`src/rtl/core/mf3_pkg.sv`:
```
// Shared types, constants and register indexes of the 3x3 median filter.
`default_nettype none

package mf3_pkg;

  localparam int PIX_W          = 8;     // pixel width
  localparam int FW_W           = 11;    // line length register width
  localparam int FH_W           = 13;    // line count register width
  localparam int CFG_W          = 13;    // widest register
  localparam int CFG_IDX_W      = 1;
  localparam int CNT_W          = 13;    // width for frame geometry arithmetic
  localparam int MAX_LINE_DEF   = 1024;
  localparam int MIN_WIDTH      = 3;
  localparam int HEIGHT_LIMIT   = 4096;
  localparam int WIDTH_RST      = 640;
  localparam int HEIGHT_RST     = 480;
  localparam int OUT_DEPTH      = 8;     // result queue depth, also the in-flight limit

  localparam logic [CFG_IDX_W-1:0] REG_FRAME_WIDTH  = 1'b0;
  localparam logic [CFG_IDX_W-1:0] REG_FRAME_HEIGHT = 1'b1;

  typedef logic [PIX_W-1:0] pix_t;
  typedef logic [8:0][PIX_W-1:0] pix9_t;

  typedef struct packed {
    logic mode;
    pix_t pixel_in;
  } in_item_t;

  typedef struct packed {
    pix_t filtered;
    logic end_of_line;
    logic end_of_frame;
  } out_item_t;

  typedef struct packed {
    logic eol;
    logic eof;
  } res_tag_t;

endpackage

`default_nettype wire

```
`src/rtl/core/mf3_median.sv`:
```
// Three-stage median-of-nine network: column sort, row reduce, final median of three.
`default_nettype none

module mf3_median (
  input  wire logic              clk,
  input  wire logic              rst_n,
  input  wire logic              in_valid,
  input  wire mf3_pkg::pix9_t    in_win,
  input  wire mf3_pkg::res_tag_t in_tag,
  output logic                   out_valid,
  output mf3_pkg::pix_t          out_pix,
  output mf3_pkg::res_tag_t      out_tag
);
  import mf3_pkg::*;

  function automatic pix_t min2(input pix_t a, input pix_t b);
    return (a < b) ? a : b;
  endfunction

  function automatic pix_t max2(input pix_t a, input pix_t b);
    return (a < b) ? b : a;
  endfunction

  function automatic pix_t med3(input pix_t a, input pix_t b, input pix_t c);
    return max2(min2(a, b), min2(max2(a, b), c));
  endfunction

  logic                   a_valid_r, b_valid_r, c_valid_r;
  pix9_t                  a_win_r;
  res_tag_t               a_tag_r, b_tag_r, c_tag_r;
  logic [2:0][PIX_W-1:0]  b_lo_r, b_mid_r, b_hi_r;
  logic [2:0][PIX_W-1:0]  lo_nxt, mid_nxt, hi_nxt;
  pix_t                   c_x_r, c_y_r, c_z_r;

  always_ff @(posedge clk) begin
    if (!rst_n) begin
      a_valid_r <= 1'b0;
      b_valid_r <= 1'b0;
      c_valid_r <= 1'b0;
    end else begin
      a_valid_r <= in_valid;
      b_valid_r <= a_valid_r;
      c_valid_r <= b_valid_r;
    end
  end

  // sort each column of three
  always_comb begin
    for (int k = 0; k < 3; k++) begin
      lo_nxt[k]  = min2(min2(a_win_r[3*k], a_win_r[3*k+1]), a_win_r[3*k+2]);
      hi_nxt[k]  = max2(max2(a_win_r[3*k], a_win_r[3*k+1]), a_win_r[3*k+2]);
      mid_nxt[k] = med3(a_win_r[3*k], a_win_r[3*k+1], a_win_r[3*k+2]);
    end
  end

  always_ff @(posedge clk) begin
    a_win_r <= in_win;
    a_tag_r <= in_tag;
    b_lo_r  <= lo_nxt;
    b_mid_r <= mid_nxt;
    b_hi_r  <= hi_nxt;
    b_tag_r <= a_tag_r;
    c_x_r   <= max2(max2(b_lo_r[0], b_lo_r[1]), b_lo_r[2]);
    c_y_r   <= med3(b_mid_r[0], b_mid_r[1], b_mid_r[2]);
    c_z_r   <= min2(min2(b_hi_r[0], b_hi_r[1]), b_hi_r[2]);
    c_tag_r <= b_tag_r;
  end

  assign out_valid = c_valid_r;
  assign out_pix   = med3(c_x_r, c_y_r, c_z_r);
  assign out_tag   = c_tag_r;

endmodule

`default_nettype wire

```
`config.mk`:
```
export PLATFORM = sky130hd
export DESIGN_NAME = mf3_median
export DESIGN_NICKNAME = d
export VERILOG_FILES = /design/src/rtl/core/mf3_pkg.sv /design/src/rtl/core/mf3_median.sv
export SDC_FILE = /design/constraint.sdc
export NUM_CORES = 1
export LEC_CHECK = 0
export ABC_AREA = 1
export BUFFER_PORTS_ARGS = -buffer_cell sky130_fd_sc_hd__clkbuf_2
export CELL_PAD_IN_SITES_DETAIL_PLACEMENT = 1
export CELL_PAD_IN_SITES_GLOBAL_PLACEMENT = 2
export CORE_ASPECT_RATIO = 1.1
export CORE_UTILIZATION = 35
export CTS_CLUSTER_DIAMETER = 100
export DETAILED_ROUTE_END_ITERATION = 8
export PLACE_DENSITY_LB_ADDON = 0.1
export SLEW_MARGIN = 20
export SYNTH_ARGS = -nofsm -noshare
export SYNTH_HDL_FRONTEND = slang
export SYNTH_SLANG_ARGS = --single-unit
```
`constraint.sdc`:
```
create_clock -name clk -period 4.8 [get_ports clk]
set_input_delay 0.24 -clock clk [delete_from_list [all_inputs] [get_ports clk]]
set_output_delay 0.24 -clock clk [all_outputs]
set_load 0.02 [all_outputs]
```
==> impl_metrics.json, run 1 <==
{
  "status": "complete, but fails checks",
  "violations": "DRC",
  "yosysTopAreaCell": "dfxtp_1",
  "n_antenna_cell": 0,
  "min_period_over_period": 0.929,
  "drc": 2,
  "slew_headroom": 0.580,
  "critPathKind": "reg -> out",
  "crit_cells": 26,
  "synth_cells": 1420,
  "setup_viol": 0,
  "yosys.cell_types.count": 23,
  "r2r_setup_slack_ns": 0.47,
  "tightest_slew_ns": 0.628,
  "viasPerCell": 4.70,
  "port_buffers": 87,
  "layout_common_cells": "367 x nand2_1, 208 x inv_1, 175 x dfxtp_1",
  "cp.arrival_ns": 4.22,
  "reg2reg_from": "a_win_r[37]",
  "nets": 1826,
  "hold_path_class": "in -> reg",
  "avgSynthCellArea_um2": 7.28,
  "cp_data_required_time_ns": 4.56,
  "wirelength_um": 28800,
  "finClkSkew_ns": 0.0125,
  "worst_skew_pair.late_latency_ns": 0.44,
  "min_period_ns": 4.46,
  "layout_commonest_cell": "nand2_1",
  "startpoint": "c_x_r[1]",
  "max_stage_delay_ns": 0.41,
  "synth_area_um2": 10300,
  "yosysWarnings": 0,
  "synth.ff_latch_count": 177,
  "grt_max_degree": 32,
  "grt_pass1_vias": 9402,
  "first_pass_iters": 9,
  "cts_sinks": 177,
  "start_util": 0.358,
  "fillers": 3599,
  "max_freq_mhz": 224,
  "dieHeight_um": 182,
  "clkTransAtPathRegs_ns": 0.07,
  "cts_buffer_depth": 2,
  "r2r-end": "b_mid_r[10]",
  "path_buf_inv": 3,
  "yosysSeqAreaShare": 0.343,
  "hold_end": "out_valid",
  "ios": 88,
  "antenna_found_initial": 0,
  "cap_violations": 0,
  "hpwl_um": 23100,
  "wl_per_cell_um": 14.6,
  "cts-htree-levels": 4,
  "synth_fp_nets": 1651,
  "area_growth_pct": 22.9,
  "rows": 65,
  "hp-start": "rst_n",
  "hold_viol_final": 0,
  "gp_congestion": 0.811,
  "hold_depth": 3,
  "slew_violations": 0,
  "final_util": 0.440,
  "path_delay_family": "simple AND/OR/NAND/NOR gates",
  "vias": 9284,
  "yosys.area.top_type_share": 0.343,
  "critPathMaxFanout": 8,
  "tritoncts": "done",
  "synthTopCellsByArea": "dfxtp_1 34%, ha_1 19%, nand2_1 13%, inv_1 7.7%, a21oi_1 5.5%",
  "cts_made_buffers": 17,
  "grt_pass1_wl_um": 46700,
  "drive_gt1_frac": 0.134,
  "core_um2": 28900,
  "grt-ovfl-total": 0,
  "ant_nets": 0,
  "cp-end-kind": "primary output",
  "drt_iter0_markers": 301,
  "cts-root-buf": "clkbuf_16",
  "cp-start-kind": "flip-flop",
  "reg2reg_depth": 23,
  "die-area_um2": 30200,
  "crit_top_cell": "nand2_1",
  "die-width_um": 166,
  "crit_slowest_cell": "dfxtp_1",
  "grt_use_total": 0.197
}
## per-layer routing
metal / up-vias / global-route usage / share of wire
met2: 98 / 0.351 / 0.49
met3: 32 / 0.0262 / 0.020
met4: 0 / 0.0636 / 0.023
met5: - / 0 / 0
li1: 4930 / - / -
met1: 4224 / 0.243 / 0.47
## stage by stage
stage / setup TNS, ns / cells / hold WS [ns] / setup slack [ns] / cell area [um2]
finish: 0 / 1976 / 0.0211 / 0.339 / 12700
global route: -0.0534 / 1976 / 0.0142 / -0.0224 / 12700
CTS: 0 / 1964 / 0.000580 / 0.0413 / 12500
detailed placement: 0 / 1857 / 0.313 / 0.283 / 11200
global placement: 0 / 1857 / 0.310 / 0.332 / 11200
floorplan: 0 / 1420 / 0.268 / 0.626 / 10300
## tightest hold or removal path: cells and delay by family
kind          cells  cell delay (ns)
simple gates      1             0.05
buf+inv           2             0.14
## what timing repair did
action                                  in CTS  in global routing
buffers inserted                             0                  9
endpoints found under the setup margin       8                 24
cloned                                       0                  3
endpoints found under the hold margin       75                  0
pin swaps                                    0                  9
gates resized for setup                      4                 39
hold buffers                                75                  0
## layout make-up
type | count | area [um2] | area share
multi-input combinational | 1002 | 5950 | 0.469
sequential | 177 | 3550 | 0.279
timing repair buffer | 186 | 1370 | 0.108
inverter | 211 | 792 | 0.0623
tap | 368 | 460 | 0.0362
clock buffer | 17 | 425 | 0.0335
clock inverter | 15 | 163 | 0.0128
## cell usage after synthesis, drive strengths merged
master / instances
nor2: 97
and2: 7
ha: 154
o21a: 6
nand2: 402
o21ai: 125
a211oi: 15
a21oi: 113
inv: 211
o211ai: 7
clkbuf: 3
nand3: 69
dfxtp: 177
buf: 29
nand4: 5
## registers in the layout, indices dropped and copies added, names as in the netlist
name       count
b_valid_r      1
c_y_r          8
c_z_r          8
out_valid      1
b_tag_r        2
a_tag_r        2
b_mid_r       24
b_lo_r        24
a_win_r       72
a_valid_r      1
b_hi_r        24
c_x_r          8
out_tag        2
## cells by family after synthesis
kind of cell | share of synthesized area
AND/OR/NAND/NOR | 0.235
AO/OA/AOI/OAI | 0.142
buffers and inverters | 0.0936
adder cells (fa/ha/maj) | 0.186
flip-flops | 0.343
## worst max path at each step
stage | end | slack (ns)
2_1_floorplan | out_pix[0] | 0.63
3_3_place_gp | out_pix[5] | 0.33
3_5_place_dp | out_pix[5] | 0.28
4_1_cts | out_pix[5] | 0.04
5_1_grt | out_pix[5] | -0.02
6_report | out_pix[5] | 0.34
Power of run 1 is not shown: default switching activity piles up to over one toggle a cycle in this logic, so the estimate is an artifact.
==> run 2: changes to the inputs <==
Settings changed: GPL_ROUTABILITY_DRIVEN from default to 0.
Clock period 4.8 ns to 4.2 ns, I/O delays scaled along.
==> impl_metrics.json, run 2 (same netlist as run 1, synthesis figures left out) <==
{
  "status": "complete, but fails checks",
  "violations": "DRC, setup timing",
  "tightest_slew_ns": 0.628,
  "cts_buffer_depth": 2,
  "crit_slowest_cell": "dfxtp_4",
  "cts-htree-levels": 4,
  "cp-start-kind": "flip-flop",
  "grt-ovfl-total": 0,
  "drc": 5,
  "hpwl_um": 23500,
  "core_um2": 28900,
  "stdcell_count": 2048,
  "dieHeight_um": 182,
  "grt_use_total": 0.208,
  "drt_iter0_markers": 372,
  "max_stage_delay_ns": 0.36,
  "cts-root-buf": "clkbuf_16",
  "die-area_um2": 30200,
  "hold_viol_final": 0,
  "cts_made_buffers": 17,
  "ios": 88,
  "crit_top_cell": "nand2_4",
  "start_util": 0.358,
  "wirelength_um": 30600,
  "grt_max_degree": 20,
  "max_freq_mhz": 230,
  "clkTransAtPathRegs_ns": 0.08,
  "fillers": 3532,
  "min_period_ns": 4.35,
  "vias": 9695,
  "fin_ws_ns": -0.149,
  "n_antenna_cell": 0,
  "layout_commonest_cell": "nand2_1",
  "first_pass_iters": 6,
  "slew_violations": 0,
  "rows": 65,
  "grt_pass1_wl_um": 49900,
  "area_growth_pct": 34.3,
  "nets": 1898,
  "reg2reg_depth": 29,
  "rsz0062_at_grt": "true",
  "die-width_um": 166,
  "dp.cells": 1901,
  "finClkSkew_ns": 0.0116,
  "multiInputGateArea_um2": 6430,
  "drive_gt1_frac": 0.217,
  "hold_path_class": "reg -> reg",
  "port_buffers": 87,
  "cap_violations": 0,
  "seqCellArea_um2": 3560,
  "antenna_found_initial": 0,
  "min_period_over_period": 1.04,
  "wl_per_cell_um": 14.9,
  "ant_nets": 0,
  "top_register": "a_win_r",
  "viasPerCell": 4.73,
  "largest_register_ffs": 72,
  "layout_common_cells": "335 x nand2_1, 200 x inv_1, 167 x dfxtp_1",
  "cts_sinks": 177,
  "cp-end-kind": "primary output",
  "cp_data_required_time_ns": 3.99,
  "tritoncts": "done",
  "grt_pass1_vias": 9976,
  "hold_depth": 0,
  "setup_viol": 8,
  "critPathMaxFanout": 8,
  "slew_headroom": 0.580,
  "cp.arrival_ns": 4.14,
  "worst_skew_pair.late_latency_ns": 0.44,
  "critPathKind": "reg -> out"
}
==> run 2: cell types whose count changed in the layout (fill, tap and decap cells not counted), sizes merged <==
cell / change
clkinv: +2
inv: -2
dlygate4sd3: +2
buf: +76
clkbuf: -6
==> run 2: timing repair <==
item | CTS | global route
endpoints found under the hold margin | 77 | 0
buffers inserted | 20 | 15
endpoints found under the setup margin | 8 | 40
resized for setup | 68 | 146
pin swaps | 21 | 31
hold buffers | 77 | 0
cloned | 2 | 2
==> run 2: per-layer routing <==
metal / part of all wire / up-vias / track usage
met5: 0 / - / 0
met4: 0.018 / 0 / 0.0572
met3: 0.019 / 29 / 0.0282
met2: 0.51 / 110 / 0.379
met1: 0.45 / 4476 / 0.256
li1: - / 5080 / -
==> run 2: worst paths after layout <==
check | slack (ns) | start | end
max | -0.15 | c_x_r[7] | out_pix[3]
min | 0.33 | b_tag_r[0] | out_tag[0]
max reg2reg | 0.33 | a_win_r[15] | b_mid_r[2]
min reg2reg | 0.33 | b_tag_r[0] | out_tag[0]
==> run 2: critical path, delay by kind of cell (launching register included) <==
family / cells / cell delay, ns
DFF: 1 / 0.36
adders and majority gates: 3 / 0.71
buffers and inverters: 5 / 0.62
and+or+nand+nor: 15 / 1.22
AOI/OAI and AO/OA: 4 / 0.75
==> run 2: cell type report <==
| class | count | share of cell area |
|---|---|---|
| well taps | 368 | 0.0331 |
| clock buffers | 17 | 0.0306 |
| inverters | 211 | 0.0576 |
| flip-flops and latches | 177 | 0.256 |
| repair buffers | 258 | 0.146 |
| clock inverters | 15 | 0.0136 |
| multi-input cells | 1002 | 0.463 |
==> run 2: through the flow <==
step	cell area (um2)	worst slack (ns)	setup TNS, ns	hold slack [ns]	util
global route	13900	-0.325	-2.39	0.345	0.481
global placement	11500	0.0106	0	0.312	0.399
detailed placement	11500	0.0248	0	0.313	0.399
CTS	13300	-0.0760	-0.413	0.333	0.459
floorplan	10300	0.0563	0	0.238	-
finish	13900	-0.149	-0.989	0.329	0.481
Power of run 2 is left out for the same reason.
