**src/rtl/core/mf3_pkg.sv**
```systemverilog
// Shared types, constants and register indexes of the 3x3 median filter.
`default_nettype none

package mf3_pkg;

  localparam int PIX_W          = 8;     // pixel width
  localparam int FW_W           = 11;    // line length register width
  localparam int FH_W           = 13;    // line count register width
  localparam int CFG_W          = 13;    // widest register
  localparam int CFG_IDX_W      = 1;
  localparam int CNT_W          = 13;    // width for frame geometry arithmetic
  localparam int MAX_LINE_DEF   = 1024;
  localparam int MIN_WIDTH      = 3;
  localparam int HEIGHT_LIMIT   = 4096;
  localparam int WIDTH_RST      = 640;
  localparam int HEIGHT_RST     = 480;
  localparam int OUT_DEPTH      = 8;     // result queue depth, also the in-flight limit

  localparam logic [CFG_IDX_W-1:0] REG_FRAME_WIDTH  = 1'b0;
  localparam logic [CFG_IDX_W-1:0] REG_FRAME_HEIGHT = 1'b1;

  typedef logic [PIX_W-1:0] pix_t;
  typedef logic [8:0][PIX_W-1:0] pix9_t;

  typedef struct packed {
    logic mode;
    pix_t pixel_in;
  } in_item_t;

  typedef struct packed {
    pix_t filtered;
    logic end_of_line;
    logic end_of_frame;
  } out_item_t;

  typedef struct packed {
    logic eol;
    logic eof;
  } res_tag_t;

endpackage

`default_nettype wire

```
**src/rtl/core/mf3_out_fifo.sv**
```systemverilog
// Small register queue holding finished results until the receiver takes them.
`default_nettype none

module mf3_out_fifo #(
  parameter int DEPTH = mf3_pkg::OUT_DEPTH
) (
  input  wire logic               clk,
  input  wire logic               rst_n,
  input  wire logic               push,
  input  wire mf3_pkg::out_item_t push_data,
  input  wire logic               pop,
  output logic                    valid,
  output mf3_pkg::out_item_t      data
);
  import mf3_pkg::*;

  localparam int PTR_W = $clog2(DEPTH);
  localparam int LVL_W = $clog2(DEPTH + 1);

  out_item_t          slot_r [DEPTH];
  logic [PTR_W-1:0]   wr_ptr_r, rd_ptr_r;
  logic [LVL_W-1:0]   level_r;

  always_ff @(posedge clk) begin
    if (!rst_n) begin
      wr_ptr_r <= '0;
      rd_ptr_r <= '0;
      level_r  <= '0;
    end else begin
      if (push) begin
        wr_ptr_r <= (wr_ptr_r == PTR_W'(DEPTH - 1)) ? '0 : wr_ptr_r + PTR_W'(1);
      end
      if (pop) begin
        rd_ptr_r <= (rd_ptr_r == PTR_W'(DEPTH - 1)) ? '0 : rd_ptr_r + PTR_W'(1);
      end
      level_r <= level_r + LVL_W'(push) - LVL_W'(pop);
    end
  end

  always_ff @(posedge clk) begin
    if (push) begin
      slot_r[wr_ptr_r] <= push_data;
    end
  end

  assign valid = (level_r != '0);
  assign data  = slot_r[rd_ptr_r];

endmodule

`default_nettype wire

```
**config.mk**
```make
export PLATFORM = sky130hd
export DESIGN_NAME = mf3_out_fifo
export DESIGN_NICKNAME = d
export VERILOG_FILES = /design/src/rtl/core/mf3_pkg.sv /design/src/rtl/core/mf3_out_fifo.sv
export SDC_FILE = /design/constraint.sdc
export NUM_CORES = 1
export LEC_CHECK = 0
export BUFFER_PORTS_ARGS = -buffer_cell sky130_fd_sc_hd__buf_2
export CAP_MARGIN = 5
export CORE_MARGIN = 2
export CORE_UTILIZATION = 55
export CTS_CLUSTER_DIAMETER = 40
export DETAILED_ROUTE_END_ITERATION = 8
export PLACE_DENSITY_LB_ADDON = 0.1
export SLEW_MARGIN = 10
export SYNTH_ARGS = -nofsm -noshare
export SYNTH_HDL_FRONTEND = slang
export SYNTH_SLANG_ARGS = --single-unit
export TNS_END_PERCENT = 5
```
**constraint.sdc**
```tcl
create_clock -name clk -period 5.2 [get_ports clk]
set_clock_uncertainty 0.1 [all_clocks]
set_input_delay 0.52 -clock clk [delete_from_list [all_inputs] [get_ports clk]]
set_output_delay 0.52 -clock clk [all_outputs]
set_load 0.02 [all_outputs]
```
==> summary.md, run 1 <==
| Metric | Value |
|---|---|
| Outcome | finished clean |
| Gp weighted congestion | 0.6924 |
| First-pass DRT Iterations | 4 |
| Count of final setup violators | 0 |
| Clock sink count | 93 |
| Placed cell count | 283 |
| FILL cells | 454 |
| Place WS | 2.389 ns |
| Cts bufs inserted | 9 |
| Clock latency on the worst-skew pair | 0.34 ns |
| Share of cells above drive strength 1 | 0.2207 |
| Final Hold Fails | 0 |
| Area leader, netlist | edfxtp_1 |
| Largest net degree at the start of global routing | 21 |
| PD cells | 365.3 mW/mm^2 |
| Layout Area Growth over Synthesis | 10.78% |
| Initial DRC Count | 117 |
| Diodes inserted | 0 |
| Final worst setup slack | 2.052 ns |
| GR Overflow Total | 0 |
| Die area | 0.007449 mm^2 |
| Yosys top cell area share | 0.6447 |
| HP Start | push_data[8] |
| Max Cap Viol | 0 |
| Initial Util | 0.5769 |
| Synth cell types | 25 |
| Initial antenna violation count | 0 |
| Setup tns final | 0 ns |
| Postcts setup bufs | 0 |
| Std cell rows | 29 |
| Avg Cell Area, Syn | 20.03 um^2 |
| Period utilization | 0.6055 |
| Post-DP HPWL | 3773 um |
| Clock Tree Buf Depth | 2 |
| Layout Cells excl Fill | 299 |
| Critical Path AT | 2.53 ns |
| Most common cell after layout, fill and taps aside | edfxtp_1 |
| Fmax | 0.3176 GHz |
| RSZ-0062 raised after global routing | no |
| Post-Synthesis Cells | 186 |
| Clk slew on worst S/H paths | 0.08 ns |
| Global-route wire length before repair | 9397 um |
| Sequential area share after synthesis | 0.7146 |
| Worst slew pin tran | 1.142 ns |
| Die Ht | 86.31 um |
| Worst hold path class | input pin to flop |
| GR Util All Layers | 0.1809 |
| # DRC | 0 |
| Yosys Warn Count | 0 |
| H-tree depth | 3 |
| TritonCTS clock tree | yes |
| # IOs | 25 |
| Slew Limit Headroom | 0.2356 |
| Hold slack | 0.3315 ns |
| Post-CTS resize count | 0 |
| FF+latch area | 0.002663 mm^2 |
| Vias per inst | 5.806 |
| Max VDD drop | 0.2028 mV |
| Via count | 1736 |
| Port Buf Inserts | 24 |
| Synth top area cells | edfxtp_1 64%, mux4_1 14%, dfxtp_1 7.0% |
| Setup CP Type | flop to output pin |
| #FFs+latches synth | 93 |
| Area occupied by multi-input gates | 996.0 um^2 |
| Netlist Area Pre-Place | 0.003726 mm^2 |
| Nets | 241 |
| Worst R2R Start | wr_ptr_r[0]$_SDFFE_PN0P_ |
| Routed wire length | 6028 um |
| Lkg Pwr | 1.439 nW |
| Most frequent cells in the layout | 80 x edfxtp_1, 24 x buf_2, 20 x mux4_1 |
| Vias in the first global route | 1815 |
| Post-Syn Nets | 210 |
| CORE AREA | 0.006459 mm^2 |
| Max-slew violations | 0 |
| Root buffer cell | clkbuf_8 |
| Critical path capture point type | output pin |
| Worst EP required | 4.58 ns |
| CP Max Fanout | 20 |
| Worst setup SP type | flop |
| Drt wl/cell | 20.16 um |
| # hold bufs at CTS | 0 |
| Fin crit period | 3.148 ns |
| Die width | 86.31 um |
| DRT antenna net count | 0 |
[metal layers]
metal / track usage / wire [um] / up-vias
li1: - / - / 809
met1: 0.2192 / 2502 / 875
met2: 0.3080 / 3169 / 41
met3: 0.03905 / 209 / 11
met4: 0.09233 / 146 / 0
met5: 0 / 0 / -
[where the power goes]
part | switching (mW) | internal, mW
Combinational | 0.0813 | 0.0760
Clock | 0.229 | 0.271
Sequential | 0.0162 | 0.835
Total | 0.326 | 1.18
[area by class of cell]
| cell class | count | share of cell area |
|---|---|---|
| clock buffer | 12 | 0.03274 |
| clock inverter | 4 | 0.01758 |
| inverter | 8 | 0.007275 |
| multi-input combinational | 79 | 0.2413 |
| sequential | 93 | 0.6450 |
| tap | 77 | 0.02334 |
| timing repair buffer | 26 | 0.03274 |
[worst max-delay path: stages (launching register included)]
cell,delay [ns]
dfxtp_1,1.07
mux4_1,0.66
mux2_2,0.29
buf_2,0.16
[through the flow]
stage / total power [mW] / instance area (um^2) / util
final: 1.508 / 4128 / 0.6391
after global routing: 1.572 / 4128 / 0.6391
after CTS: 1.522 / 4128 / 0.6391
after detailed placement: 1.028 / 3920 / 0.6069
after global placement: 1.015 / 3920 / 0.6069
after floorplan: 0.9773 / 3726 / -
[registers in the layout, indices dropped and copies added (netlist names), named ones only]
| register | count |
|---|---|
| level_r | 4 |
| rd_ptr_r | 3 |
| slot_r | 80 |
| wr_ptr_r | 3 |
[cells by family (layout without fill, tap and decap cells)]
kind of cell             Yosys count  count (layout)  share of synthesized area
XOR/XNOR                           1               1                   0.002351
buffers and inverters             14              50                    0.01813
adder cells (fa/ha/maj)           10              10                    0.03560
multiplexers                      33              33                     0.1793
AND/OR/NAND/NOR                   29              29                    0.03996
flip-flops                        93              93                     0.7146
AO/OA/AOI/OAI                      6               6                    0.01007
[cells in the mapped netlist (all sizes together)]
cell type,number
nor2,6
a21oi,1
nand2,6
nor2b,3
mux2,10
dfxtp,13
o21ai,1
fa,1
and2,6
nor3,2
inv,8
clkbuf,3
a21o,1
ha,9
o21a,1
nand2b,4
nor3b,1
xor2,1
buf,3
edfxtp,80
mux4,20
mux2i,3
o22ai,2
nand3,1
[worst paths after layout]
check / endpoint / slack (ns) / cells past startpoint
max: data[2] / 2.05 / 3
min: slot_r[0][8]$_DFFE_PP_ / 0.33 / 1
max reg2reg: slot_r[0][4]$_DFFE_PP_ / 3.25 / 3
min reg2reg: rd_ptr_r[2]$_SDFFE_PN0P_ / 0.52 / 2
Power figures use the tool's default switching activity.
==> inputs of run 2 (changes only) <==
--- a/config.mk
+++ b/config.mk
@@ -8,7 +8,7 @@
 export BUFFER_PORTS_ARGS = -buffer_cell sky130_fd_sc_hd__buf_2
 export CAP_MARGIN = 5
 export CORE_MARGIN = 2
-export CORE_UTILIZATION = 55
+export CORE_UTILIZATION = 53
 export CTS_CLUSTER_DIAMETER = 40
 export DETAILED_ROUTE_END_ITERATION = 8
 export PLACE_DENSITY_LB_ADDON = 0.1
==> constraint.sdc (replaced) <==
create_clock -name clk -period 2.6 [get_ports clk]
set_clock_uncertainty 0.1 [all_clocks]
set_input_delay 0.26 -clock clk [delete_from_list [all_inputs] [get_ports clk]]
set_output_delay 0.26 -clock clk [all_outputs]
set_load 0.02 [all_outputs]
==> run 2 against run 1 <==
  * Register-to-register slack lost 2.4 ns
  * Highest routed layer unchanged
  * Design area grew 1.6%
  * Final cell count grew 9.0%
  * Critical path depth grew 1
  * First-iteration DRC count shrank 25%
  * Worst setup slack lost 1.8 ns
  * Power grew 95%
  * Hold slack lost 0.27 ns
==> summary.md, run 2 (synthesis results as in run 1) <==
| Metric | Value |
|---|---|
| Drt wl/cell | 18.72 um (-7.1%) |
| Worst setup SP type | flop |
| Gp weighted congestion | 0.7021 (+1.4%) |
| Worst hold path class | input pin to flop |
| Most common cell after layout, fill and taps aside | edfxtp_1 |
| Met2 routed wirelength | 3100 um (-2.2%) |
| Share of cells above drive strength 1 | 0.2565 (+0.03580) |
| Period utilization | 0.9105 |
| Diodes inserted | 0 (unchanged) |
| Clk slew on worst S/H paths | 0.08 ns (about the same) |
| # hold bufs at CTS | 0 (unchanged) |
| Crit-path max cell delay | 0.59 ns (-0.48 ns) |
| Die Ht | 87.85 um (+1.8%) |
| Setup CP Type | flop to output pin |
| Top sig layer | met4 |
| Reg2Reg Capture Point | slot_r[6][9]$_DFFE_PP_ |
| RSZ-0062 raised after global routing | no |
| Die area | 0.007717 mm^2 (+3.6%) |
| Most frequent cells in the layout | 80 x edfxtp_1, 24 x buf_2, 20 x mux4_1 |
| Largest net degree at the start of global routing | 21 (unchanged) |
| TritonCTS clock tree | yes |
| Hold endpoint | slot_r[2][2]$_DFFE_PP_ |
| First-pass DRT Iterations | 4 (unchanged) |
| H-tree depth | 3 (unchanged) |
| # DRC | 0 (unchanged) |
| Via count | 1740 (+0.23%) |
| Final worst setup slack | 0.2326 ns (-1.819 ns) |
| Nets | 249 (+3.3%) |
| GR Overflow Total | 0 (unchanged) |
| Flop-to-flop setup slack | 0.85 ns (-2.40 ns) |
| Worst slew pin tran | 0.6264 ns (-0.5160 ns) |
| CP Max Fanout | 20 (unchanged) |
| Crit-path cells | buf_4, mux4_1, mux2_2, buf_2 |
| Die width | 87.85 um (+1.8%) |
| GR Util All Layers | 0.1743 (-0.006652) |
| Place WS | 0.5896 ns (-1.799 ns) |
| Met3 wire len | 204 um (-2.4%) |
| CORE AREA | 0.006794 mm^2 (+5.2%) |
| Metal-1 WL | 2653 um (+6.0%) |
| Vias per inst | 5.337 (-8.1%) |
| Max-slew violations | 0 (unchanged) |
| Initial Util | 0.5484 (-0.02847) |
| Layout Area Growth over Synthesis | 12.59% |
| Postcts setup bufs | 0 (unchanged) |
| Biggest register | slot_r |
| Initial DRC Count | 88 (-25%) |
| Largest register FFs | 80 (unchanged) |
| Post-CTS resize count | 0 (unchanged) |
| Worst EP required | 2.24 ns (-2.34 ns) |
| Count of final setup violators | 0 (unchanged) |
| Outcome | finished clean |
| Routed wire length | 6104 um (+1.3%) |
| Clock latency on the worst-skew pair | 0.35 ns (about the same) |
| R2R cell count | 3 (unchanged) |
| Max Cap Viol | 0 (unchanged) |
| # IOs | 25 (unchanged) |
| Post-DP HPWL | 3915 um (+3.8%) |
| Final Hold Fails | 0 (unchanged) |
| Lkg Pwr | 1.474 nW (+2.4%) |
| Slew Limit Headroom | 0.5809 (+0.3452) |
| Cell count of the worst hold path | 1 (unchanged) |
| Initial antenna violation count | 0 (unchanged) |
| PD cells | 700.5 mW/mm^2 (+92%) |
| Worst R2R Start | wr_ptr_r[0]$_SDFFE_PN0P_ |
| Port Buf Inserts | 24 (unchanged) |
| Cts bufs inserted | 9 (unchanged) |
| Root buffer cell | clkbuf_8 |
| Global-route wire length before repair | 9239 um (-1.7%) |
| Crit-path slowest cell | mux4_1 |
| Vias in the first global route | 1765 (-2.8%) |
| Fmax | 0.4224 GHz |
| DRT antenna net count | 0 (unchanged) |
| Fin crit period | 2.367 ns |
| Critical path capture point type | output pin |
| Clock Tree Buf Depth | 2 (unchanged) |
| Setup tns final | 0 ns (unchanged) |
| Critical Path AT | 2.01 ns (-0.52 ns) |
| Clock sink count | 93 (unchanged) |
| Max VDD drop | 0.3943 mV (+94%) |
| Hold slack | 0.06554 ns (-0.2659 ns) |
| Largest regs | slot_r (80), level_r (4) |
| HP Start | push_data[2] |
| Std cell rows | 30 (+3.4%) |
==> run 2: cell count changes in the layout (fill, tap and decap cells not counted) <==
cell,change
clkinv_2,+1
clkinvlp_4,+1
clkbuf_1,-2
clkinv_4,+1
buf_4,+8
bufinv_16,-1
==> run 2: cell type report <==
| cell class | instances | area (um^2) |
|---|---|---|
| multi-input cells | 79 | 996.0 |
| well taps | 96 | 120.1 |
| clock inverters | 6 | 63.81 |
| inverters | 8 | 30.03 |
| fillers | 475 | 2599 |
| repair buffers | 34 | 195.2 |
| clock buffers | 10 | 127.6 |
| flip-flops and latches | 93 | 2663 |
==> run 2: how the worst max path moves through the flow <==
stage / from / to / cells past startpoint / slack (ns)
global route: flop / data[3] / 4 / 0.14
floorplan: wr_ptr_r[0]$_SDFFE_PN0P_ / slot_r[0][0]$_DFFE_PP_ / 2 / 0.87
global placement: flop / data[3] / 4 / 0.60
CTS: flop / data[5] / 4 / 0.20
finish: flop / data[5] / 4 / 0.23
detailed placement: flop / data[5] / 4 / 0.59
==> run 2: metrics by stage <==
step / total power, mW / area (um^2) / util / instances
floorplan: 1.955 / 3726 / - / 186
global placement: 2.032 / 4004 / 0.5893 / 310
detailed placement: 2.062 / 4004 / 0.5893 / 310
CTS: 2.965 / 4195 / 0.6175 / 326
global route: 3.061 / 4195 / 0.6175 / 326
finish: 2.939 / 4195 / 0.6175 / 326
==> run 2: critical path, delay by kind of cell (launching register included) <==
family / cells / cell delay [ns]
buffers and inverters: 2 / 0.46
muxes: 2 / 0.88
DFF: 1 / 0.31
==> run 2: where the power goes <==
group	internal (mW)	total [mW]	switching, mW	leakage [nW]
clock	0.442	0.914	0.472	0.0923
sequential	1.67	1.69	0.0221	0.834
combinational	0.154	0.333	0.178	0.548
==> run 2: routing by layer <==
layer | GRT usage | vias to the layer above
li1 | - | 823
met1 | 0.2192 | 862
met2 | 0.2851 | 44
met3 | 0.03582 | 11
met4 | 0.09650 | 0
met5 | 0 | -
